<file path="src/dtps_pkg.sv">
package dtps_pkg;

	// number of ranked candidates held in the cell chain
	localparam int RANKS = 3;

	// default number of arrival positions per event
	localparam int MAX_JETS_DEF = 256;

	localparam int MOM_W = 16;
	localparam int POS_W = 8;
	localparam int FIRED_W = 2;
	localparam int CFG_DW = 32;
	localparam int CFG_AW = 3;

	// register indexes, taken from paddr[2]
	localparam logic REG_TRIGGER = 1'b0;
	localparam logic REG_MINIMUM = 1'b1;

	// fired count codes
	localparam logic [FIRED_W-1:0] FIRED_NONE = 2'd0;
	localparam logic [FIRED_W-1:0] FIRED_ONE  = 2'd1;
	localparam logic [FIRED_W-1:0] FIRED_TWO  = 2'd2;
	localparam logic [FIRED_W-1:0] FIRED_MANY = 2'd3;

	// one ranked candidate
	typedef struct packed {
		logic             valid;
		logic [MOM_W-1:0] mom;
		logic [POS_W-1:0] pos;
	} cell_t;

	// one result word, lowest field in the lowest bits
	typedef struct packed {
		logic [1:0]         pad;
		logic               position_overflow;
		logic [FIRED_W-1:0] fired_count;
		logic [POS_W-1:0]   sublead_probe_position;
		logic               sublead_probe_valid;
		logic [POS_W-1:0]   lead_probe_position;
		logic               lead_probe_valid;
		logic [POS_W-1:0]   tag_position;
		logic               tag_valid;
	} result_t;

endpackage

</file>
<file path="src/dtps_rank_cell.sv">
module dtps_rank_cell (
	input  logic                clk,
	input  logic                arst_n,
	input  logic                ins_en,
	input  logic                clear,
	input  logic [15:0]         jet_mom,
	input  logic [7:0]          jet_pos,
	input  dtps_pkg::cell_t     prev_q,
	input  logic                prev_cond,
	output dtps_pkg::cell_t     cell_q,
	output dtps_pkg::cell_t     cell_nxt,
	output logic                cond
);
	import dtps_pkg::*;

	// the new jet belongs at or above this cell; ties keep the older jet
	assign cond = !cell_q.valid || (jet_mom > cell_q.mom);

	// shift from the neighbor, take the new jet, or hold
	always_comb begin
		cell_nxt = cell_q;
		if (ins_en) begin
			if (prev_cond) begin
				cell_nxt = prev_q;
			end else if (cond) begin
				cell_nxt.valid = 1'b1;
				cell_nxt.mom   = jet_mom;
				cell_nxt.pos   = jet_pos;
			end
		end
	end

	// drop the candidate at the end of each event
	always_ff @(posedge clk or negedge arst_n) begin
		if (!arst_n) begin
			cell_q <= '0;
		end else if (clear) begin
			cell_q <= '0;
		end else begin
			cell_q <= cell_nxt;
		end
	end

endmodule

</file>
<file path="src/dtps_chooser.sv">
module dtps_chooser (
	input  dtps_pkg::cell_t       cells [dtps_pkg::RANKS],
	input  logic [1:0]            fired,
	input  logic                  enough_jets,
	input  logic                  overflow,
	output dtps_pkg::result_t     res
);
	import dtps_pkg::*;

	// map ranks onto tag and probes by fired count
	always_comb begin
		res = '0;
		res.fired_count       = fired;
		res.position_overflow = overflow;
		if (enough_jets) begin
			case (fired)
				FIRED_NONE: begin
				end
				FIRED_ONE: begin
					res.tag_valid           = cells[0].valid;
					res.sublead_probe_valid = cells[1].valid;
				end
				FIRED_TWO: begin
					res.lead_probe_valid = cells[0].valid;
					res.tag_valid        = cells[1].valid;
				end
				FIRED_MANY: begin
					res.lead_probe_valid    = cells[0].valid;
					res.sublead_probe_valid = cells[1].valid;
					res.tag_valid           = cells[2].valid;
				end
				default: begin
				end
			endcase
		end
		// positions of unchosen outputs read zero
		if (res.tag_valid) begin
			case (fired)
				FIRED_ONE:  res.tag_position = cells[0].pos;
				FIRED_TWO:  res.tag_position = cells[1].pos;
				default:    res.tag_position = cells[2].pos;
			endcase
		end
		if (res.lead_probe_valid) begin
			res.lead_probe_position = cells[0].pos;
		end
		if (res.sublead_probe_valid) begin
			res.sublead_probe_position = cells[1].pos;
		end
	end

endmodule

</file>
<file path="src/dijet_tag_probe_selector.sv">
// Channel  | Direction | Handshake             | Payload
// s_axis   | in        | tvalid/tready         | tdata: jet_momentum[15:0]; tlast: last_jet
// m_axis   | out       | tvalid/tready         | tdata: one result word, 30 bits used
// apb      | config    | psel/penable, pready  | 0x0 trigger_threshold, 0x4 minimum_threshold
//
// One jet is taken per cycle while s_axis_tready is high; three rank cells insert it in
// that cycle if above minimum_threshold, within MAX_JETS. An event's result is registered
// on the edge taking its last jet, shows on m_axis the next cycle; cells clear on that edge.
// s_axis_tready drops only while a result waits and m_axis_tready is low.
// arst_n clears thresholds, cells, counters and the output register.
module dijet_tag_probe_selector #(
	parameter int MAX_JETS = dtps_pkg::MAX_JETS_DEF
) (
	input  logic                       clk,
	input  logic                       arst_n,
	input  logic                       s_axis_tvalid,
	output logic                       s_axis_tready,
	input  logic [15:0]                s_axis_tdata,   // jet_momentum[15:0]
	input  logic                       s_axis_tlast,   // last_jet
	output logic                       m_axis_tvalid,
	input  logic                       m_axis_tready,
	// tag_valid[0], tag_position[8:1], lead_probe_valid[9], lead_probe_position[17:10],
	// sublead_probe_valid[18], sublead_probe_position[26:19], fired_count[28:27],
	// position_overflow[29], zero[31:30]
	output logic [31:0]                m_axis_tdata,
	input  logic                       psel,
	input  logic                       penable,
	input  logic                       pwrite,
	input  logic [dtps_pkg::CFG_AW-1:0] paddr,
	input  logic [dtps_pkg::CFG_DW-1:0] pwdata,
	output logic [dtps_pkg::CFG_DW-1:0] prdata,
	output logic                       pready
);
	import dtps_pkg::*;

	localparam int CNT_W = $clog2(MAX_JETS + 2);

	logic [MOM_W-1:0]   trigger_q;
	logic [MOM_W-1:0]   minimum_q;
	logic [CNT_W-1:0]   seen_q;
	logic [CNT_W-1:0]   seen_nxt;
	logic [FIRED_W-1:0] fired_q;
	logic [FIRED_W-1:0] fired_nxt;
	logic               in_acc;
	logic               room;
	logic               keep;
	logic               ins_en;
	logic               clear;
	logic [POS_W-1:0]   jet_pos;
	cell_t              cell_q   [RANKS];
	cell_t              cell_nxt [RANKS];
	logic               cond     [RANKS];
	result_t            res;
	result_t            out_q;
	logic               out_valid_q;

	// configuration port
	assign pready = 1'b1;
	assign prdata = (paddr[2] == REG_MINIMUM) ? CFG_DW'(minimum_q) : CFG_DW'(trigger_q);

	always_ff @(posedge clk or negedge arst_n) begin
		if (!arst_n) begin
			trigger_q <= '0;
			minimum_q <= '0;
		end else if (psel && penable && pwrite) begin
			if (paddr[2] == REG_TRIGGER) begin
				trigger_q <= pwdata[MOM_W-1:0];
			end else begin
				minimum_q <= pwdata[MOM_W-1:0];
			end
		end
	end

	// take a word whenever the output register is free or draining
	assign s_axis_tready = !out_valid_q || m_axis_tready;
	assign in_acc        = s_axis_tvalid && s_axis_tready;
	assign room          = seen_q < CNT_W'(MAX_JETS);
	assign keep          = s_axis_tdata > minimum_q;
	assign ins_en        = in_acc && room && keep;
	assign clear         = in_acc && s_axis_tlast;
	assign jet_pos       = POS_W'(seen_q);

	// advance the jet counter and fired count
	always_comb begin
		seen_nxt  = seen_q;
		fired_nxt = fired_q;
		if (in_acc) begin
			if (room) begin
				seen_nxt = seen_q + CNT_W'(1);
			end else begin
				seen_nxt = CNT_W'(MAX_JETS + 1);
			end
		end
		if (ins_en && (s_axis_tdata > trigger_q) && (fired_q != FIRED_MANY)) begin
			fired_nxt = fired_q + FIRED_W'(1);
		end
	end

	always_ff @(posedge clk or negedge arst_n) begin
		if (!arst_n) begin
			seen_q  <= '0;
			fired_q <= '0;
		end else if (clear) begin
			seen_q  <= '0;
			fired_q <= '0;
		end else begin
			seen_q  <= seen_nxt;
			fired_q <= fired_nxt;
		end
	end

	// rank cell chain, highest momentum in cell 0
	for (genvar i = 0; i < RANKS; i++) begin : g_cell
		cell_t prev_q;
		logic  prev_cond;
		if (i == 0) begin : g_head
			assign prev_q    = '0;
			assign prev_cond = 1'b0;
		end else begin : g_body
			assign prev_q    = cell_q[i-1];
			assign prev_cond = cond[i-1];
		end
		dtps_rank_cell u_cell (
			.clk       (clk),
			.arst_n    (arst_n),
			.ins_en    (ins_en),
			.clear     (clear),
			.jet_mom   (s_axis_tdata),
			.jet_pos   (jet_pos),
			.prev_q    (prev_q),
			.prev_cond (prev_cond),
			.cell_q    (cell_q[i]),
			.cell_nxt  (cell_nxt[i]),
			.cond      (cond[i])
		);
	end

	// choose tag and probes from the updated event state
	dtps_chooser u_chooser (
		.cells       (cell_nxt),
		.fired       (fired_nxt),
		.enough_jets (seen_nxt >= CNT_W'(2)),
		.overflow    (seen_nxt > CNT_W'(MAX_JETS)),
		.res         (res)
	);

	// hold the result until it is taken
	always_ff @(posedge clk or negedge arst_n) begin
		if (!arst_n) begin
			out_valid_q <= 1'b0;
		end else if (clear) begin
			out_valid_q <= 1'b1;
		end else if (m_axis_tready) begin
			out_valid_q <= 1'b0;
		end
	end

	always_ff @(posedge clk or negedge arst_n) begin
		if (!arst_n) begin
			out_q <= '0;
		end else if (clear) begin
			out_q <= res;
		end
	end

	assign m_axis_tvalid = out_valid_q;
	assign m_axis_tdata  = out_q;

endmodule
</file>
<file path="config.mk">
export PLATFORM = sky130hd
export DESIGN_NAME = dijet_tag_probe_selector
export DESIGN_NICKNAME = d
export VERILOG_FILES = /design/src/dtps_pkg.sv /design/src/dtps_rank_cell.sv /design/src/dtps_chooser.sv /design/src/dijet_tag_probe_selector.sv
export SDC_FILE = /design/constraint.sdc
export NUM_CORES = 1
export LEC_CHECK = 0
export BUFFER_PORTS_ARGS = -buffer_cell sky130_fd_sc_hd__buf_2
export CAP_MARGIN = 20
export CORE_MARGIN = 8
export CORE_UTILIZATION = 63
export DETAILED_ROUTE_END_ITERATION = 8
export GPL_TIMING_DRIVEN = 0
export PLACE_DENSITY = 0.86
export SLEW_MARGIN = 20
export SYNTH_ARGS = -nofsm -noshare
export SYNTH_HDL_FRONTEND = slang
export SYNTH_SLANG_ARGS = --single-unit
</file>
<file path="constraint.sdc">
create_clock -name clk -period 5.12 [get_ports clk]
set_input_delay 0.256 -clock clk [delete_from_list [all_inputs] [get_ports clk]]
set_output_delay 0.256 -clock clk [all_outputs]
set_load 0.02 [all_outputs]
</file>
==> metrics list, run 1 <==
- Number of remaining DRC errors: 0
- Cell-by-cell trace of the critical path: inv_1 > ha_1 > nand4_1 > nor4_2 > nor3_1 > o31a_1 > buf_2 > o211ai_1 > mux2i_1 > inv_1 > ha_1 > clkbuf_1 > nand2_1 > o31a_1 > o21ai_0 > o31ai_1
* Highest clock rate: 0.213 GHz
* Number of endpoints with negative hold slack in the final report: 0
- Lkg Pwr: 5.08 nW
* Total power divided by cell area: 450 mW/mm²
* Post-Route Skew: 8.51 ps
* Clock Latency Late Sink: 420 ps
- In this run the worst hold path is classified as in -> reg.
- Core area: 0.0145 mm²
* Highest-count cells in the layout ignoring fill and taps: sky130_fd_sc_hd__dfrtp_1, sky130_fd_sc_hd__nand2_1, sky130_fd_sc_hd__buf_2, sky130_fd_sc_hd__inv_1, sky130_fd_sc_hd__ha_1
- Number of H-tree levels: 4
- Sum Neg Setup Slack: 0 ps
- After synthesis, the mean cell area works out to 9.27 µm².
* RSZ-0062 raised after global routing: false
- Run status: finished clean
* Most common library cell in the layout ignoring fill and taps: sky130_fd_sc_hd__dfrtp_1
* Global-route wire length before repair: 41400 µm
- Num rows: 44
- Total number of vias: 8398
* Number of nets in the layout: 1279
- Entering global routing, the biggest net connects 91 pins.
* Max-cap viol count: 0
- STA puts the critical path data arrival time at 4990 ps.
- The worst-case IR drop observed on VDD is 291 µV.
- Cell at the slowest stage of the critical path: sky130_fd_sc_hd__nor4_2
- The largest single stage delay on the critical path is 570 ps.
- CTS tree: built
- Share of final-layout standard cells stronger than drive strength 1: 17.0%
* Compound-gate portion of the synthesized area: 22.1%
- Post-synthesis cell area: 0.00936 mm²
- Post-synthesis to final-layout area growth: 14.2%
- For this design the top-level I/O count stands at 126.
- The synthesized design contains 149 register bits.
* FFs w/ async S/R, synth: 100%
* Post-synthesis cell type with the largest combined area: sky130_fd_sc_hd__dfrtp_1
* Die outline area: 0.0190 mm²
- Clock buffers created by TritonCTS: 17
- The worst path in the final design needs a cycle of 4700 ps, including I/O delays and setup.
- Combined buffer and inverter count along the critical path: 4
- Yosys synthesis warning count: 0
- Summing the areas of all fa, ha and maj instances in the mapped netlist gives 11.5% of the synthesized area.
- The via count of the first global-routing pass came to 8403.
- Setup violations remaining at the end of the flow were counted as 0.
* Number of sinks handled by clock tree synthesis: 149
- Final Cycle Share: 91.8%
- After detailed routing, the met2 layer carries 11400 µm of wire.
- Endpoint kind of the worst setup timing path: register
- For this run, the leading register cell type out of synthesis is sky130_fd_sc_hd__dfrtp_1.
- Vertical extent of the die: 138 µm
- Initial antenna violation count: 0
* Kind of critical path: reg -> reg
- Global route total overflow: 0
- Filler cell count in the final layout: 1060
* Cell class contributing the biggest share of worst-path delay: simple AND/OR/NAND/NOR gates
- Yosys mapped the design onto 61 distinct sky130hd cell types.
- Initial Utilization: 64.4%
- In this run, placement finished with an instance count of 1298.
* Required arrival time at the worst endpoint: 5410 ps
* Number of routed nets with antenna violations: 0
- Maximum fanout along the worst path: 10
* Seq. cell area: 0.00373 mm²
- The repair_antennas step left the layout with diodes totalling 0.
* Buffer levels on the longest clock path: 2
- After detailed routing, the number of vias per cell comes to 6.32.
* Number of enable-type register cells in the synthesized netlist: 0
- Wire length per cell after detailed routing: 19.2 µm
- Uppermost metal layer occupied by signal nets: met4
* Die Wd: 138 µm
- The HPWL after detailed placement is 19000 µm.
* Slew Viols, Final: 0
- Length of routed met3 wiring: 2490 µm
* Library cell used as clock root buffer: sky130_fd_sc_hd__clkbuf_16
* Post-route met1 wirelength: 11100 µm
- Of the total synthesized cell area, the portion taken by XOR and XNOR cells is 0.187%.
- PortBufs: 86
- Fraction of the yosys area taken by sequential cells: 39.8%
- Synthesized instance count: 1010
- After synthesis, the share of cell area in mux cells is 5.43%.
- Wires add up to 25500 µm.
- The count of cells in the finished layout, fillers not included, comes to 1329.
* Clock-pin slew on the worst setup and hold paths: 60 ps
* Overall track demand over capacity in global routing: 27.5%
- Placer's final routability congestion estimate: 0.950
* Leading post-synthesis cells by cell area: sky130_fd_sc_hd__dfrtp_1, sky130_fd_sc_hd__ha_1, sky130_fd_sc_hd__mux2_2
* Setup Buffers After CTS: 0
- After synthesis, the largest family of logic cells by area is compound AO/OA/AOI/OAI gates.
- For this block, the initial DRC count from the detailed router was 809.
* Combined area of the multi-input logic cells: 0.00496 mm²
- Slew at the pin closest to its max-slew limit: 800 ps
- Synthesized-area fraction occupied by and/or/nand/nor cells: 12.9%
- Of the post-synthesis cell area, the dominant cell type holds 39.8%.
* Startpoint class of the critical path: register
* Headroom to the max-slew limit: 46.4%
* First-pass DRT Iterations: 6
## metrics by stage
stage                     util [%]  hold slack, ps  total power, mW  cell area, µm²  setup slack, ps
after CTS                     73.5            71.6             4.77           10700              341
after global routing          73.5            81.7             5.11           10700             39.5
after detailed placement      69.6             212             3.57           10100              352
after global placement        69.4             453             3.49           10100              385
final                         73.5            76.0             4.81           10700              422
after floorplan                  -           -39.6             2.99            9420             1590
## layer usage
layer  track usage [%]  up-vias
li1                  -     3890
met1              36.8     4001
met2              42.7      445
met3              7.07       62
met4              9.19        0
met5                 0        -
## cell usage after synthesis (all sizes together) (3+ instances only)
cell	number
nor4	3
nand4	25
and2	3
and3	10
a41o	3
a221oi	9
buf	34
o21a	9
o311ai	3
clkbuf	43
a211o	3
mux2i	8
dfrtp	149
a21oi	66
nor2	46
nand2b	11
mux2	38
a31oi	4
o22ai	9
nand4b	5
a21o	12
nor2b	12
o2bb2ai	32
a22oi	32
ha	86
o21ai	70
nand3	17
nor3	8
o211ai	8
o31a	9
o31ai	19
inv	87
nand2	109
## path summary, 6_finish.rpt
path,from,endpoint,slack [ps],cells past startpoint
worst max-delay path,minimum_q[14]$_DFFE_PN0P_,m_axis_tdata[1]$_DFFE_PN0P_,420,16
worst min-delay path,pwdata[10],trigger_q[10]$_DFFE_PN0P_,80,2
worst max register to register,minimum_q[14]$_DFFE_PN0P_,m_axis_tdata[1]$_DFFE_PN0P_,420,16
worst min register to register,m_axis_tdata[0]$_DFFE_PN0P_,m_axis_tdata[0]$_DFFE_PN0P_,470,2
max in group asynchronous,arst_n,seen_q[2]$_DFF_PN0_,3990,3
min in group asynchronous,arst_n,m_axis_tdata[18]$_DFFE_PN0P_,340,2
## power by group
part / internal (mW) / switching, mW / total [mW] / leakage (nW)
clock network: 0.673 / 0.514 / 1.19 / 0.266
registers: 1.45 / 0.229 / 1.68 / 1.95
logic: 0.749 / 1.19 / 1.94 / 2.87
total: 2.88 / 1.93 / 4.81 / 5.08
## what timing repair did
item                       CTS  global route
hold buffers                 1             0
resized for setup            0             1
setup endpoints to repair    0             7
hold endpoints to repair    59             0
## cell families (layout without fill, tap and decap cells)
family	count (synthesis)	after routing
simple gates	256	256
other cells	2	19
buf+inv	164	282
mux	46	46
fa+ha+maj	86	86
compound gates	305	305
flops	149	149
xor+xnor	2	2
## area by class of cell
type	instances	area share, %
Sequential cell	149	34.9
Tap cell	184	2.15
Buffer	77	3.86
Multi-Input combinational cell	714	46.4
Clock inverter	12	1.15
Clock buffer	18	4.02
Timing Repair Buffer	88	4.47
Inverter	87	3.06
## flip-flops by register name, indices dropped and copies added, names as in the netlist
register and cells:
fired_q 2, g_cell.u_cell.cell_q 75, m_axis_tdata 30, m_axis_tvalid 1
minimum_q 16, seen_q 9, trigger_q 16
No activity file was read; power rests on OpenSTA's default activity.
==> inputs of run 2 (changes only) <==
- ABC_AREA: unset -> 1
- REMOVE_ABC_BUFFERS: unset -> 1
- TNS_END_PERCENT: unset -> 50
==> run 2 against run 1 <==
Against the previous run:
- cell area down 1.4%
- non-clock buffer count down 75
- via count is 1.6% higher
- largest power group unchanged
- worst setup slack better by 6.0 ps
- flip-flop and latch count is the same
- highest routed layer unchanged
- combinational power down 7%
- critical path type unchanged
- clock power rose by 11%
- synthesized cell count up 20%
- routed wire length down 6.2%
- cell count rose by 11%
==> metrics list, run 2 <==
- Run status: finished clean (unchanged).
* Total power divided by cell area: 449 mW/mm² (was 450 mW/mm²)
- The register with the most flip-flops is g_cell.u_cell.cell_q (unchanged).
- Share of final-layout standard cells stronger than drive strength 1: 12.9% (was 17.0%)
- Setup Buffers After CTS: 0 (unchanged)
- Leading post-synthesis cells by cell area: sky130_fd_sc_hd__dfrtp_1, sky130_fd_sc_hd__ha_1, sky130_fd_sc_hd__nand2_1 (was sky130_fd_sc_hd__dfrtp_1, sky130_fd_sc_hd__ha_1, sky130_fd_sc_hd__mux2_2).
* Area share of the leading cell type in the synthesized netlist: 39.2% (was 39.8%)
- Final design area excluding fillers: 0.0105 mm² (was 0.0107 mm²)
* Post-synthesis cell area: 0.00951 mm² (was 0.00936 mm²)
- Post-Route Skew: 7.34 ps (was 8.51 ps)
* Kind of critical path: reg -> reg (unchanged)
* Endpoint kind of the worst setup timing path: register (unchanged)
- Top post-synthesis cells by count: sky130_fd_sc_hd__nand2_1, sky130_fd_sc_hd__inv_1, sky130_fd_sc_hd__dfrtp_1 (was sky130_fd_sc_hd__dfrtp_1, sky130_fd_sc_hd__nand2_1, sky130_fd_sc_hd__inv_1).
- PortBufs: 88 (was 86)
- The routability congestion estimate from global placement is 0.868 (was 0.950).
* Die outline area: 0.0193 mm² (was 0.0190 mm²)
- Pin count of the biggest net entering global routing: 79 (was 91)
- Slew Viols, Final: 0 (unchanged)
* Most used flip-flop cell after synthesis: sky130_fd_sc_hd__dfrtp_1 (unchanged)
- Max-cap viol count: 0 (unchanged)
- Clock Latency Late Sink: 430 ps (was 420 ps)
* Initial DRC Count: 1056 (was 809)
- Initial Utilization: 63.5% (was 64.4%)
* Overall track demand over capacity in global routing: 25.0% (was 27.5%)
* Die Wd: 139 µm (was 138 µm)
- Ratio of routed vias to standard cells: 5.77 (was 6.32)
* Cell repeated most along the worst path: sky130_fd_sc_hd__nand2_1
* Vertical extent of the die: 139 µm (was 138 µm)
- The number of enable-type register cells in the synthesized netlist came to 0 (unchanged).
* Sum Neg Setup Slack: 0 ps (unchanged)
- Post-synthesis cell type with the largest combined area: sky130_fd_sc_hd__dfrtp_1 (unchanged)
- The average wire per standard cell was 16.2 µm (was 19.2 µm).
- The critical path's top delay family is simple AND/OR/NAND/NOR gates (unchanged).
- Yosys synthesis warning count: 0 (unchanged)
* Cell at the slowest stage of the critical path: sky130_fd_sc_hd__inv_2 (was sky130_fd_sc_hd__nor4_2)
* Number of H-tree levels: 4 (unchanged)
- Cell with the most instances after synthesis: sky130_fd_sc_hd__nand2_1 (was sky130_fd_sc_hd__dfrtp_1)
- Total number of vias: 8533 (was 8398)
- Post-synthesis to final-layout area growth: 10.8% (was 14.2%)
- The cell at the root of the clock tree is sky130_fd_sc_hd__clkbuf_16 (unchanged).
- The leakage power is 5.52 nW (was 5.08 nW).
* Final Cycle Share: 91.6% (was 91.8%)
- The arrival time reported for the critical path endpoint is 5060 ps (was 4990 ps).
* Slew at the pin closest to its max-slew limit: 1000 ps (was 800 ps)
* Highest clock rate: 0.213 GHz (about the same)
- Global route total overflow: 0 (unchanged)
- Non-filler instance count after layout: 1479 (was 1329)
* Final setup violation count: 0 (unchanged)
* Number of global-route vias before repair: 8294 (was 8403)
* Num rows: 45 (was 44)
- Min Tclk post-route: 4690 ps (was 4700 ps)
- Highest-count cells in the layout ignoring fill and taps: sky130_fd_sc_hd__nand2_1, sky130_fd_sc_hd__inv_1, sky130_fd_sc_hd__dfrtp_1, sky130_fd_sc_hd__nand3_1, sky130_fd_sc_hd__buf_2 (was sky130_fd_sc_hd__dfrtp_1, sky130_fd_sc_hd__nand2_1, sky130_fd_sc_hd__buf_2, sky130_fd_sc_hd__inv_1, sky130_fd_sc_hd__ha_1).
- Buffer levels on the longest clock path: 2 (unchanged)
- The share of flip-flops with an asynchronous set or reset after synthesis was 100% (unchanged).
- DP HPWL: 16200 µm (was 19000 µm)
* Number of endpoints with negative hold slack in the final report: 0 (unchanged)
- The delay contributed by the slowest stage of the critical path came to 790 ps (was 570 ps).
* Required arrival time at the worst endpoint: 5490 ps (was 5410 ps)
- The CTS clock-pin slew for the worst setup and hold paths was 60 ps (about the same).
- Number of routed nets with antenna violations: 0 (unchanged)
* Maximum fanout along the worst path: 42 (was 10)
* Max reg flops: 75 (unchanged)
- The residual DRC count was 0 (unchanged).
- Number of sinks handled by clock tree synthesis: 149 (unchanged)
* Worst IR drop on VDD: 295 µV (was 291 µV)
* Global-route wire length before repair: 39900 µm (was 41400 µm)
- The synthesized area divided by synthesized cell count was 7.82 µm² (was 9.27 µm²).
- The count of instances resized after the clock tree is built came to 0 (unchanged).
- The final layout net count was 1422 (was 1279).
- The final routed wirelength across all metal layers was 23900 µm (was 25500 µm).
- The worst path buffer plus inverter count is 4 (unchanged).
- IO Count: 126 (unchanged)
- Placed cells: 1445 (was 1298)
- First-pass DRT Iterations: 6 (unchanged)
- The total of flip-flops plus latches after synthesis is 149 (unchanged).
* Fraction of the yosys area taken by sequential cells: 39.2% (was 39.8%)
* RSZ-0062 raised after global routing: false (unchanged)
- Synthesized instance count: 1216 (was 1010)
* Number of library cell types mapped by synthesis: 48 (was 61)
- The worst hold-check path type is in -> reg (unchanged).
- The most common cell after layout, fill and taps aside is sky130_fd_sc_hd__nand2_1 (was sky130_fd_sc_hd__dfrtp_1).
- The relative slew slack came to 33.1% (was 46.4%).
- The area of the core came to 0.0150 mm² (was 0.0145 mm²).
- The clock tree from TritonCTS is built (unchanged).
- Placed instance area: 0.00990 mm² (was 0.0101 mm²)
* Startpoint class of the critical path: register (unchanged)
* Initial antenna violation count: 1 (was 0)
- Cell-by-cell trace of the critical path: inv_1 > ha_1 > nand2_1 > nor2_1 > nand3_1 > nor2_2 > nand2_1 > nand3_2 > nand2_2 > inv_2 > nand2_2 > nor2_4 > or2_1 > nand2_1 > inv_1 > ha_1 > nand2_1 > nand3_1 > nand2_1 > inv_2 > nand3_1 > nand2_1 (was inv_1 > ha_1 > nand4_1 > nor4_2 > nor3_1 > o31a_1 > buf_2 > o211ai_1 > mux2i_1 > inv_1 > ha_1 > clkbuf_1 > nand2_1 > o31a_1 > o21ai_0 > o31ai_1)
- The TritonCTS buffer count is 17 (unchanged).
## run 2: final cells by class
class,instances,area [µm²]
Antenna cell,1,2.50
Clock buffer,19,433
Clock inverter,13,181
Fill cell,1174,4440
Inverter,198,751
Multi-Input combinational cell,821,4720
Sequential cell,149,3730
Tap cell,188,235
Timing Repair Buffer,90,488
## run 2: cell families (layout without fill, tap and decap cells)
| family | Yosys count | in the layout | synth area share [%] |
|---|---|---|---|
| AO/OA/AOI/OAI | 231 | 231 | 15.1 |
| XOR/XNOR | 2 | 2 | 0.263 |
| adder cells (fa/ha/maj) | 86 | 86 | 11.3 |
| buffers and inverters | 263 | 320 | 11.9 |
| flip-flops | 149 | 149 | 39.2 |
| other | 2 | 20 | 0.0790 |
| AND/OR/NAND/NOR | 483 | 483 | 22.1 |
## run 2: timing repair
item                       CTS  global route
hold buffers                 1             0
hold endpoints to repair    71             0
setup endpoints to repair    0             0
## run 2: routing by layer
layer | GRT usage [%] | vias up | part of all wire [%]
met2 | 39.0 | 415 | 45
met1 | 33.3 | 3966 | 44
met4 | 10.5 | 0 | 2.8
li1 | - | 4078 | -
met3 | 5.30 | 74 | 8.3
met5 | 0 | - | 0
## run 2: worst min-delay path, stage by stage
cell	delay, ps
sky130_fd_sc_hd__buf_2	90
sky130_fd_sc_hd__inv_1	50
sky130_fd_sc_hd__o21ai_0	80
## run 2: power by group
group	internal, mW	leakage (nW)	switching, mW	total, mW
logic	0.602	3.27	1.21	1.81
registers	1.43	1.97	0.163	1.60
clock network	0.813	0.285	0.507	1.32
## run 2: worst paths after layout
kind | startpoint | to | slack (ps) | depth (start not counted)
min reg2reg | m_axis_tdata[8]$_DFFE_PN0P_ | m_axis_tdata[8]$_DFFE_PN0P_ | 480 | 2
max | minimum_q[15]$_DFFE_PN0P_ | m_axis_tdata[5]$_DFFE_PN0P_ | 430 | 22
max in group asynchronous | arst_n | m_axis_tdata[7]$_DFFE_PN0P_ | 3990 | 3
max reg2reg | minimum_q[15]$_DFFE_PN0P_ | m_axis_tdata[5]$_DFFE_PN0P_ | 430 | 22
min in group asynchronous | arst_n | trigger_q[9]$_DFFE_PN0P_ | 370 | 2
min | pwdata[15] | minimum_q[15]$_DFFE_PN0P_ | 90 | 3
## run 2: per-stage QoR
stage	setup WS [ps]	total power [mW]	hold slack, ps	util [%]
2_1_floorplan	1690	2.85	-39.6	-
3_3_place_gp	733	3.27	459	65.9
3_5_place_dp	578	3.35	253	66.1
4_1_cts	589	4.70	82.1	70.3
5_1_grt	206	5.04	101	70.4
6_report	428	4.73	93.0	70.4
